--- config.mk ---
export PLATFORM = sky130hd
export DESIGN_NAME = nearest_polygon_edge_search_top
export DESIGN_NICKNAME = d
export VERILOG_FILES = /design/src/rtl/npe_pkg.sv /design/src/rtl/npe_front.sv /design/src/rtl/npe_queue.sv /design/src/rtl/npe_back.sv /design/src/rtl/nearest_polygon_edge_search_top.sv
export SDC_FILE = /design/constraint.sdc
export NUM_CORES = 2
export LEC_CHECK = 0
export BUFFER_PORTS_ARGS = -buffer_cell sky130_fd_sc_hd__buf_2
export CAP_MARGIN = 40
export CORE_MARGIN = 5
export CORE_UTILIZATION = 40
export CTS_CLUSTER_SIZE = 20
export DETAILED_ROUTE_END_ITERATION = 10
export GPL_TIMING_DRIVEN = 0
export MAX_ROUTING_LAYER = met4
export SLEW_MARGIN = 20
export SYNTH_ARGS = -nofsm -noshare
export SYNTH_HDL_FRONTEND = slang
export SYNTH_SLANG_ARGS = --single-unit
export TNS_END_PERCENT = 50
--- constraint.sdc ---
create_clock -name clk_i -period 31.2 [get_ports clk_i]
set_input_delay 6.24 -clock clk_i [delete_from_list [all_inputs] [get_ports clk_i]]
set_output_delay 6.24 -clock clk_i [all_outputs]
set_load 0.05 [all_outputs]
--- src/rtl/npe_pkg.sv ---
// Shared types, widths and helpers for the nearest polygon edge search block.
// No dependencies; imported by every module of the block.
package npe_pkg;

  localparam int CoordW = 14;
  localparam int DiffW  = 15;
  localparam int OpW    = 31;
  localparam int ProdW  = 62;
  localparam int AccW   = 89;
  localparam int NumW   = 58;
  localparam int DenW   = 29;
  localparam int HalfW  = 29;
  localparam int CabsW  = 30;
  localparam int CmpW   = 87;
  localparam int IdxW   = 10;

  typedef logic signed [CoordW-1:0] coord_t;

  // One queued request from the front part: the edge that closes at this vertex,
  // and the closing edge back to the first vertex when the item is the last one.
  typedef struct packed {
    coord_t          qx;
    coord_t          qy;
    coord_t          px;
    coord_t          py;
    coord_t          cx;
    coord_t          cy;
    coord_t          lx;
    coord_t          ly;
    coord_t          sx;
    coord_t          sy;
    logic [IdxW-1:0] index;
    logic            restart;
    logic            do_edge;
    logic            do_close;
  } task_t;

  typedef struct packed {
    logic            valid;
    logic [IdxW-1:0] index;
  } result_t;

  typedef enum logic [15:0] {
    ST_IDLE = 16'b0000_0000_0000_0001,
    ST_DV0  = 16'b0000_0000_0000_0010,
    ST_DV1  = 16'b0000_0000_0000_0100,
    ST_DW0  = 16'b0000_0000_0000_1000,
    ST_DW1  = 16'b0000_0000_0001_0000,
    ST_CR0  = 16'b0000_0000_0010_0000,
    ST_CR1  = 16'b0000_0000_0100_0000,
    ST_N0   = 16'b0000_0000_1000_0000,
    ST_N1   = 16'b0000_0001_0000_0000,
    ST_D0   = 16'b0000_0010_0000_0000,
    ST_D1   = 16'b0000_0100_0000_0000,
    ST_X0   = 16'b0000_1000_0000_0000,
    ST_X1   = 16'b0001_0000_0000_0000,
    ST_Y0   = 16'b0010_0000_0000_0000,
    ST_Y1   = 16'b0100_0000_0000_0000,
    ST_OUT  = 16'b1000_0000_0000_0000
  } back_state_e;

  function automatic logic signed [OpW-1:0] sext_diff(input logic signed [DiffW-1:0] v);
    return {{(OpW-DiffW){v[DiffW-1]}}, v};
  endfunction

  function automatic logic signed [DiffW-1:0] diff(input coord_t a, input coord_t b);
    return {a[CoordW-1], a} - {b[CoordW-1], b};
  endfunction

endpackage

--- src/rtl/npe_front.sv ---
// Front part: accepts vertex requests, tracks the open polygon and builds edge tasks.
// Depends on npe_pkg.
module npe_front import npe_pkg::*; #(
  parameter int MAX_VERTICES = 1024
) (
  input  logic   clk_i,
  input  logic   rst_ni,
  input  logic   accept_i,
  input  coord_t query_x_i,
  input  coord_t query_y_i,
  input  coord_t vertex_x_i,
  input  coord_t vertex_y_i,
  input  logic   first_vertex_i,
  input  logic   last_vertex_i,
  output task_t  task_o
);

  localparam int CntW = $clog2(MAX_VERTICES + 1);

  logic [CntW-1:0] count_q, count_d;
  coord_t start_x_q, start_y_q, prior_x_q, prior_y_q;
  logic start, can_add;

  assign start   = first_vertex_i || (count_q == '0);
  assign can_add = count_q < CntW'(MAX_VERTICES);

  always_comb begin
    task_o.qx       = query_x_i;
    task_o.qy       = query_y_i;
    task_o.px       = prior_x_q;
    task_o.py       = prior_y_q;
    task_o.cx       = vertex_x_i;
    task_o.cy       = vertex_y_i;
    task_o.lx       = (start || can_add) ? vertex_x_i : prior_x_q;
    task_o.ly       = (start || can_add) ? vertex_y_i : prior_y_q;
    task_o.sx       = start ? vertex_x_i : start_x_q;
    task_o.sy       = start ? vertex_y_i : start_y_q;
    task_o.index    = IdxW'(count_q);
    task_o.restart  = start;
    task_o.do_edge  = !start && can_add;
    task_o.do_close = last_vertex_i;
  end

  always_comb begin
    count_d = count_q;
    if (accept_i) begin
      if (start) begin
        count_d = CntW'(1);
      end else if (can_add) begin
        count_d = count_q + CntW'(1);
      end
      if (last_vertex_i) begin
        count_d = '0;
      end
    end
  end

  always_ff @(posedge clk_i or negedge rst_ni) begin
    if (!rst_ni) begin
      count_q   <= '0;
      start_x_q <= '0;
      start_y_q <= '0;
      prior_x_q <= '0;
      prior_y_q <= '0;
    end else begin
      count_q <= count_d;
      if (accept_i && (start || can_add)) begin
        prior_x_q <= vertex_x_i;
        prior_y_q <= vertex_y_i;
      end
      if (accept_i && start) begin
        start_x_q <= vertex_x_i;
        start_y_q <= vertex_y_i;
      end
    end
  end

endmodule

--- src/rtl/npe_queue.sv ---
// Two-entry request queue between the front and back parts.
// Depends on npe_pkg for task_t.
module npe_queue import npe_pkg::*; (
  input  logic  clk_i,
  input  logic  rst_ni,
  input  logic  push_i,
  input  task_t data_i,
  input  logic  pop_i,
  output task_t data_o,
  output logic  full_o,
  output logic  empty_o
);

  task_t      mem_q [2];
  logic       wr_ptr_q, rd_ptr_q;
  logic [1:0] cnt_q;

  assign full_o  = cnt_q == 2'd2;
  assign empty_o = cnt_q == 2'd0;
  assign data_o  = mem_q[rd_ptr_q];

  always_ff @(posedge clk_i or negedge rst_ni) begin
    if (!rst_ni) begin
      wr_ptr_q <= 1'b0;
      rd_ptr_q <= 1'b0;
      cnt_q    <= 2'd0;
    end else begin
      if (push_i) begin
        wr_ptr_q <= !wr_ptr_q;
      end
      if (pop_i) begin
        rd_ptr_q <= !rd_ptr_q;
      end
      if (push_i && !pop_i) begin
        cnt_q <= cnt_q + 2'd1;
      end else if (pop_i && !push_i) begin
        cnt_q <= cnt_q - 2'd1;
      end
    end
  end

  always_ff @(posedge clk_i) begin
    if (push_i) begin
      mem_q[wr_ptr_q] <= data_i;
    end
  end

endmodule

--- src/rtl/npe_back.sv ---
// Back part: sequences one shared 31x31 multiply-accumulate through the edge distance
// and the cross-multiplied fraction compare; keeps the running best. Depends on npe_pkg.
module npe_back import npe_pkg::*; (
  input  logic    clk_i,
  input  logic    rst_ni,
  input  logic    q_empty_i,
  input  task_t   q_data_i,
  output logic    q_pop_o,
  input  logic    res_ready_i,
  output result_t res_o
);

  back_state_e state_q, state_d;
  task_t t_q;
  logic  ph_q;
  logic  have_q;
  logic  dvneg_q, dwpos_q;
  logic [CabsW-1:0] cabs_q;
  logic [NumW-1:0]  num_q, best_num_q;
  logic [DenW-1:0]  den_q, best_den_q;
  logic [IdxW-1:0]  best_idx_q, res_idx_q;
  logic [CmpW-1:0]  x_q;
  logic signed [AccW-1:0] acc_q, r;

  coord_t gpx, gpy, gcx, gcy;
  logic signed [DiffW-1:0] ax, ay, vx, vy, wx, wy, nay;
  logic signed [OpW-1:0] op_a, op_b;
  logic signed [ProdW-1:0] prod;
  logic keep, shift;
  logic zero_len, perp, less, take;
  logic [NumW-1:0] na, nb;
  logic [DenW-1:0] da, db;

  // Edge under evaluation: the closing edge runs from the latest vertex to the first
  assign gpx = ph_q ? t_q.lx : t_q.px;
  assign gpy = ph_q ? t_q.ly : t_q.py;
  assign gcx = ph_q ? t_q.sx : t_q.cx;
  assign gcy = ph_q ? t_q.sy : t_q.cy;
  assign ax  = diff(gcx, gpx);
  assign ay  = diff(gcy, gpy);
  assign vx  = diff(t_q.qx, gpx);
  assign vy  = diff(t_q.qy, gpy);
  assign wx  = diff(t_q.qx, gcx);
  assign wy  = diff(t_q.qy, gcy);
  assign nay = -ay;

  assign zero_len = (ax == '0) && (ay == '0);
  assign perp     = !zero_len && !dvneg_q && !dwpos_q;

  // new/best for an inner edge, best/new for the closing edge; strict less in both
  assign na = ph_q ? best_num_q : num_q;
  assign da = ph_q ? best_den_q : den_q;
  assign nb = ph_q ? num_q : best_num_q;
  assign db = ph_q ? den_q : best_den_q;

  always_comb begin
    op_a  = '0;
    op_b  = '0;
    keep  = 1'b0;
    shift = 1'b0;
    unique case (state_q)
      ST_DV0: begin op_a = sext_diff(vx); op_b = sext_diff(ax); end
      ST_DV1: begin op_a = sext_diff(vy); op_b = sext_diff(ay); keep = 1'b1; end
      ST_DW0: begin op_a = sext_diff(wx); op_b = sext_diff(ax); end
      ST_DW1: begin op_a = sext_diff(wy); op_b = sext_diff(ay); keep = 1'b1; end
      ST_CR0: begin op_a = sext_diff(ax); op_b = sext_diff(vy); end
      ST_CR1: begin op_a = sext_diff(nay); op_b = sext_diff(vx); keep = 1'b1; end
      ST_N0: begin
        if (perp) begin
          op_a = {1'b0, cabs_q};
          op_b = {1'b0, cabs_q};
        end else if (zero_len || dvneg_q) begin
          op_a = sext_diff(vx);
          op_b = sext_diff(vx);
        end else begin
          op_a = sext_diff(wx);
          op_b = sext_diff(wx);
        end
      end
      ST_N1: begin
        keep = 1'b1;
        if (perp) begin
          op_a = '0;
          op_b = '0;
        end else if (zero_len || dvneg_q) begin
          op_a = sext_diff(vy);
          op_b = sext_diff(vy);
        end else begin
          op_a = sext_diff(wy);
          op_b = sext_diff(wy);
        end
      end
      ST_D0: begin
        op_a = perp ? sext_diff(ax) : OpW'(1);
        op_b = perp ? sext_diff(ax) : OpW'(1);
      end
      ST_D1: begin
        op_a = perp ? sext_diff(ay) : '0;
        op_b = perp ? sext_diff(ay) : '0;
        keep = 1'b1;
      end
      ST_X0: begin op_a = {2'b00, na[NumW-1:HalfW]}; op_b = {2'b00, db}; end
      ST_X1: begin op_a = {2'b00, na[HalfW-1:0]}; op_b = {2'b00, db}; keep = 1'b1; shift = 1'b1; end
      ST_Y0: begin op_a = {2'b00, nb[NumW-1:HalfW]}; op_b = {2'b00, da}; end
      ST_Y1: begin op_a = {2'b00, nb[HalfW-1:0]}; op_b = {2'b00, da}; keep = 1'b1; shift = 1'b1; end
      ST_IDLE, ST_OUT: begin end
      default: begin end
    endcase
  end

  assign prod = op_a * op_b;
  assign r    = (keep ? (shift ? (acc_q <<< HalfW) : acc_q) : '0) + AccW'(prod);
  assign less = x_q < r[CmpW-1:0];
  assign take = !have_q || less;

  assign q_pop_o     = (state_q == ST_IDLE) && !q_empty_i;
  assign res_o.valid = (state_q == ST_OUT) && res_ready_i;
  assign res_o.index = res_idx_q;

  always_comb begin
    state_d = state_q;
    unique case (state_q)
      ST_IDLE: begin
        if (!q_empty_i && (q_data_i.do_edge || q_data_i.do_close)) begin
          state_d = ST_DV0;
        end
      end
      ST_DV0: state_d = ST_DV1;
      ST_DV1: state_d = ST_DW0;
      ST_DW0: state_d = ST_DW1;
      ST_DW1: state_d = ST_CR0;
      ST_CR0: state_d = ST_CR1;
      ST_CR1: state_d = ST_N0;
      ST_N0:  state_d = ST_N1;
      ST_N1:  state_d = ST_D0;
      ST_D0:  state_d = ST_D1;
      ST_D1:  state_d = ST_X0;
      ST_X0:  state_d = ST_X1;
      ST_X1:  state_d = ST_Y0;
      ST_Y0:  state_d = ST_Y1;
      ST_Y1: begin
        if (ph_q) begin
          state_d = ST_OUT;
        end else if (t_q.do_close) begin
          state_d = ST_DV0;
        end else begin
          state_d = ST_IDLE;
        end
      end
      ST_OUT: begin
        if (res_ready_i) begin
          state_d = ST_IDLE;
        end
      end
      default: state_d = ST_IDLE;
    endcase
  end

  always_ff @(posedge clk_i or negedge rst_ni) begin
    if (!rst_ni) begin
      state_q <= ST_IDLE;
      ph_q    <= 1'b0;
      have_q  <= 1'b0;
    end else begin
      state_q <= state_d;
      if (q_pop_o) begin
        ph_q <= !q_data_i.do_edge;
        if (q_data_i.restart) begin
          have_q <= 1'b0;
        end
      end
      if (state_q == ST_Y1 && !ph_q) begin
        ph_q <= 1'b1;
        if (take) begin
          have_q <= 1'b1;
        end
      end
      if (res_o.valid) begin
        have_q <= 1'b0;
      end
    end
  end

  always_ff @(posedge clk_i) begin
    acc_q <= r;
    if (q_pop_o) begin
      t_q <= q_data_i;
    end
    if (state_q == ST_DV1) begin
      dvneg_q <= r[AccW-1];
    end
    if (state_q == ST_DW1) begin
      dwpos_q <= !r[AccW-1] && (r != '0);
    end
    if (state_q == ST_CR1) begin
      cabs_q <= r[AccW-1] ? CabsW'(-r) : r[CabsW-1:0];
    end
    if (state_q == ST_N1) begin
      num_q <= r[NumW-1:0];
    end
    if (state_q == ST_D1) begin
      den_q <= r[DenW-1:0];
    end
    if (state_q == ST_X1) begin
      x_q <= r[CmpW-1:0];
    end
    if (state_q == ST_Y1) begin
      if (!ph_q && take) begin
        best_num_q <= num_q;
        best_den_q <= den_q;
        best_idx_q <= t_q.index;
      end
      res_idx_q <= (have_q && less) ? best_idx_q : '0;
    end
  end

endmodule

--- src/rtl/nearest_polygon_edge_search_top.sv ---
// Channel   | Direction | Handshake          | Payload
// vertex    | in        | push / full        | query_x_i query_y_i vertex_x_i vertex_y_i
//           |           |                    | first_vertex_i last_vertex_i
// result    | out       | pop / empty        | edge_index_o
//
// A vertex that closes an edge runs the back part through the DV, DW, CR, N, D, X and Y
// steps; an item marked last also runs them for the closing edge, then hands over the
// result in ST_OUT. The single multiply-accumulate unit is stepped once per cycle.
// The two-entry request queue lets the front keep accepting while the back works.
// rst_ni clears all control state asynchronously; no storage needs a clearing pass.
// Top level of the nearest polygon edge search; depends on npe_pkg, npe_front,
// npe_queue and npe_back.
module nearest_polygon_edge_search_top import npe_pkg::*; #(
  parameter int MAX_VERTICES = 1024
) (
  input  logic            clk_i,
  input  logic            rst_ni,
  input  logic            push,
  output logic            full,
  input  coord_t          query_x_i,
  input  coord_t          query_y_i,
  input  coord_t          vertex_x_i,
  input  coord_t          vertex_y_i,
  input  logic            first_vertex_i,
  input  logic            last_vertex_i,
  output logic            empty,
  input  logic            pop,
  output logic [IdxW-1:0] edge_index_o
);

  logic    in_accept, q_full, q_empty, q_pop, res_ready;
  task_t   front_task, q_task;
  result_t res;
  logic    out_valid_q;
  logic [IdxW-1:0] edge_q;

  assign full      = q_full;
  assign in_accept = push && !q_full;

  npe_front #(.MAX_VERTICES(MAX_VERTICES)) u_front (
    .clk_i,
    .rst_ni,
    .accept_i       (in_accept),
    .query_x_i,
    .query_y_i,
    .vertex_x_i,
    .vertex_y_i,
    .first_vertex_i,
    .last_vertex_i,
    .task_o         (front_task)
  );

  npe_queue u_queue (
    .clk_i,
    .rst_ni,
    .push_i  (in_accept),
    .data_i  (front_task),
    .pop_i   (q_pop),
    .data_o  (q_task),
    .full_o  (q_full),
    .empty_o (q_empty)
  );

  assign res_ready = !out_valid_q || pop;

  npe_back u_back (
    .clk_i,
    .rst_ni,
    .q_empty_i   (q_empty),
    .q_data_i    (q_task),
    .q_pop_o     (q_pop),
    .res_ready_i (res_ready),
    .res_o       (res)
  );

  always_ff @(posedge clk_i or negedge rst_ni) begin
    if (!rst_ni) begin
      out_valid_q <= 1'b0;
    end else if (res.valid) begin
      out_valid_q <= 1'b1;
    end else if (pop) begin
      out_valid_q <= 1'b0;
    end
  end

  always_ff @(posedge clk_i) begin
    if (res.valid) begin
      edge_q <= res.index;
    end
  end

  assign empty        = !out_valid_q;
  assign edge_index_o = edge_q;

  a_res_slot_free: assert property (@(posedge clk_i) disable iff (!rst_ni)
    res.valid |-> (!out_valid_q || pop))
    else $error("result written over an unread result");

  a_queue_flags: assert property (@(posedge clk_i) disable iff (!rst_ni)
    !(q_full && q_empty))
    else $error("request queue flags disagree");

  a_pop_nonempty: assert property (@(posedge clk_i) disable iff (!rst_ni)
    q_pop |-> !q_empty)
    else $error("back part took a request from an empty queue");

  a_res_sets_valid: assert property (@(posedge clk_i) disable iff (!rst_ni)
    res.valid |=> out_valid_q)
    else $error("result slot not filled after write");

endmodule
==> out/qor.txt <==
status - completed
Register-to-Register Setup Slack - 5.85 ns
min Tclk post-route - 25.35 ns
Worst Setup EP - u_back.best_num_q[20]$_DFFE_PP_
wire per inst - 27.1 µm
placed cells - 10.6k
post-synthesis simple-gate area fraction - 0.106
Post-synth EDFFs - 780
clk slew on worst S/H paths - 0.06 ns
mapped cell area - 82,700 µm²
mean area per synthesized cell - 10.7 µm²
Synth Flop Type - edfxtp_1
WP data required - 31.55 ns
Root Driver - clkbuf_16
CP max-delay cell - a311oi_2
WP buf/inv - 21
Setup-failing EPs final - 0
met2 WL - 126,000 µm
fin nets - 9,533
normalized max-slew margin - 0.343
max-slew violations - 0
GPL Wtd Cong - 1.07
Fin Clk Skew - 0.0562 ns
layout cell share with drive strength beyond 1 - 0.0999
Mapped Cells - 7,719
r2r endpoint - u_back.best_num_q[20]$_DFFE_PP_
Worst Setup End Kind - flop
Filler Cell Count - 19.4k
HPWL after detailed placement - 238,000 µm
max cap viols - 0
hold crit path type - flop to flop
global route overflow - 0
Slew @ Worst Pin - 0.985 ns
syn nets - 9,251
worst path arrival time - 25.70 ns
CP delay by family, top - compound AO/OA/AOI/OAI gates
row cnt - 167
Starting DRT DRC Count - 6,138
worst skew pair latency - 0.71 ns
Synth Area in Adders - 0.315
top sig layer - met4
Post-CTS Setup Repair Bufs - 0
Netlist cell types - 98
clock sink count - 959
Initial Util - 0.401
number of port buffers - 73
first-pass GRT wire length - 425,000 µm
remaining antenna violation count - 0
Worst R2R Path Depth - 80
CTS Hold Bufs - 0
met3 wire len - 24,500 µm
final period utilization - 0.813
die width - 465 µm
Setup CP Type - flop to flop
count of warnings emitted by yosys - 0
Crit path depth - 80
Die Ht - 465 µm
Post-CTS Resized - 0
RSZ-0062 raised after global routing - no
# DRC - 0
WL met1 - 123,000 µm
H-tree depth - 3
die footprint - 216,000 µm²
slowest cell delay on critical path - 0.75 ns
CTS tree - built
Vias per Instance - 5.64
Post-Synth XOR/XNOR Area - 0.0286
DRT Pass-1 Iters - 8
GRT Util Overall - 0.276
via count - 60.9k
largest net degree at the start of global routing - 85
post-synthesis mux area share - 0.0436
number of synthesized register bits - 959
Max FO, Critical Path - 61
Critical Path Source - u_back.ph_q$_DFFE_PN0P_
sequential area share after synthesis - 0.332
CTS Buffer Depth - 3
post-synthesis compound-gate area fraction - 0.0990
async set-reset flop share out of synthesis - 0.0938
initial antenna violation count - 11
max frequency - 39.4 MHz
Hold Vio Cnt, Final - 0
DRT Wirelength - 292,000 µm
Layout area overhead - 10.2%
Setup crit start kind - flop
main combinational cell family by area after synthesis - adder cells
vias in the first global route - 61.4k
Final Non-Filler Cells - 10.8k
Top-Level Pins - 74
TritonCTS buffer count - 89
core area - 206,000 µm²
launch point of the worst reg-to-reg path - u_back.ph_q$_DFFE_PN0P_
Fin Setup TNS - 0 ns
## cell usage after synthesis, types with 22 or more instances
cell type	count	share of area
inv_1	1247	0.057
fa_1	1026	0.25
edfxtp_1	780	0.28
nand2_1	747	0.034
nor2_1	569	0.026
ha_1	444	0.067
mux2_2	268	0.036
a21oi_1	253	0.015
clkbuf_1	237	0.011
xnor2_1	186	0.020
o21ai_0	185	0.011
a221oi_1	149	0.016
a21o_1	132	0.012
and2_1	115	0.0087
buf_2	98	0.0059
dfrtp_1	89	0.027
dfxtp_1	89	0.022
xor2_1	84	0.0089
nand3_1	72	0.0044
nand4_1	68	0.0051
a22o_1	64	0.0068
mux2i_1	59	0.0071
nand2b_1	59	0.0045
nor3_1	51	0.0031
and3_1	48	0.0036
o21a_1	45	0.0041
nor2b_1	43	0.0033
a22oi_1	36	0.0033
or3_1	31	0.0023
a221o_1	30	0.0036
o21bai_1	30	0.0027
o31ai_1	23	0.0021
a211oi_1	22	0.0020
nor4_1	22	0.0017
## worst min-delay path by stage
stage	startpoint	to	slack [ns]	depth (start not counted)
after floorplan	u_back.res_idx_q[0]$_SDFFCE_PN0P_	edge_index_o[0]$_DFFE_PP_	0.40	0
after global placement	u_back.t_q[12]$_DFFE_PP_	u_back.best_idx_q[9]$_DFFE_PP_	0.40	0
after detailed placement	u_back.res_idx_q[4]$_SDFFCE_PN0P_	edge_index_o[4]$_DFFE_PP_	0.41	0
after CTS	u_back.res_idx_q[4]$_SDFFCE_PN0P_	edge_index_o[4]$_DFFE_PP_	0.42	0
after global routing	u_back.res_idx_q[0]$_SDFFCE_PN0P_	edge_index_o[0]$_DFFE_PP_	0.42	0
final	u_back.t_q[7]$_DFFE_PP_	u_back.best_idx_q[4]$_DFFE_PP_	0.42	0
## layer usage
| layer | track usage | vias to the layer above |
|---|---|---|
| li1 | - | 26400 |
| met1 | 0.372 | 31000 |
| met2 | 0.402 | 2921 |
| met3 | 0.0490 | 615 |
| met4 | 0.137 | 0 |
| met5 | - | - |
## cells in the final DEF, fill, tap and decap left out, types with 68 or more instances in the layout
master / n
a21o_1: 132
o21ai_0: 185
dfrtp_1: 89
clkbuf_1: 257
nor2_1: 568
a221oi_1: 149
edfxtp_1: 780
dfxtp_1: 89
fa_1: 1026
nand4_1: 68
ha_1: 444
mux2_2: 268
and2_1: 115
buf_2: 186
inv_1: 1244
xor2_1: 82
clkbuf_16: 89
xnor2_1: 170
nand3_1: 72
a21oi_1: 253
nand2_1: 747
## kinds of logic after synthesis
group                      Yosys count
AOI/OAI and AO/OA                 1159
muxes                              327
xor gates and xnor gates           270
adders and majority gates         1470
DFF                                959
buffers and inverters             1616
and+or+nand+nor                   1918
## stage by stage
stage | setup slack (ns) | hold WS [ns] | util | area (µm²)
detailed placement | 5.82 | 0.406 | 0.426 | 88000
floorplan | 11.56 | 0.400 | - | 82700
global route | 4.58 | 0.425 | 0.441 | 91100
global placement | 2.10 | 0.402 | 0.419 | 86500
finish | 5.85 | 0.417 | 0.441 | 91100
CTS | 5.75 | 0.421 | 0.441 | 91000
## flip-flops by register name, summed over array words and instances, names as in the netlist, 2 cells and up
| signal | cells |
|---|---|
| u_back.num_q | 58 |
| u_back.den_q | 29 |
| u_front.prior_x_q | 14 |
| u_front.start_y_q | 14 |
| u_back.state_q | 16 |
| u_back.best_num_q | 58 |
| u_back.res_idx_q | 10 |
| u_back.acc_q | 89 |
| u_back.best_den_q | 29 |
| u_front.start_x_q | 14 |
| u_front.prior_y_q | 14 |
| u_queue.mem_q | 306 |
| edge_index_o | 10 |
| u_queue.cnt_q | 2 |
| u_back.t_q | 151 |
| u_front.count_q | 11 |
| u_back.x_q | 87 |
| u_back.cabs_q | 30 |
| u_back.best_idx_q | 10 |
## area by class of cell
class	instances	area (µm²)	share of cell area
antenna	11	27.5	0.000302
buffer	368	1600	0.0175
clock buffer	125	2470	0.0271
clock inverter	41	479	0.00526
inverter	1248	4700	0.0515
multi-input combinational	5144	49200	0.540
sequential	959	27500	0.301
tap	2704	3380	0.0371
timing repair buffer	191	1780	0.0196
Power is not shown: default switching activity piles up to over one toggle a cycle in this logic, so the estimate is an artifact.
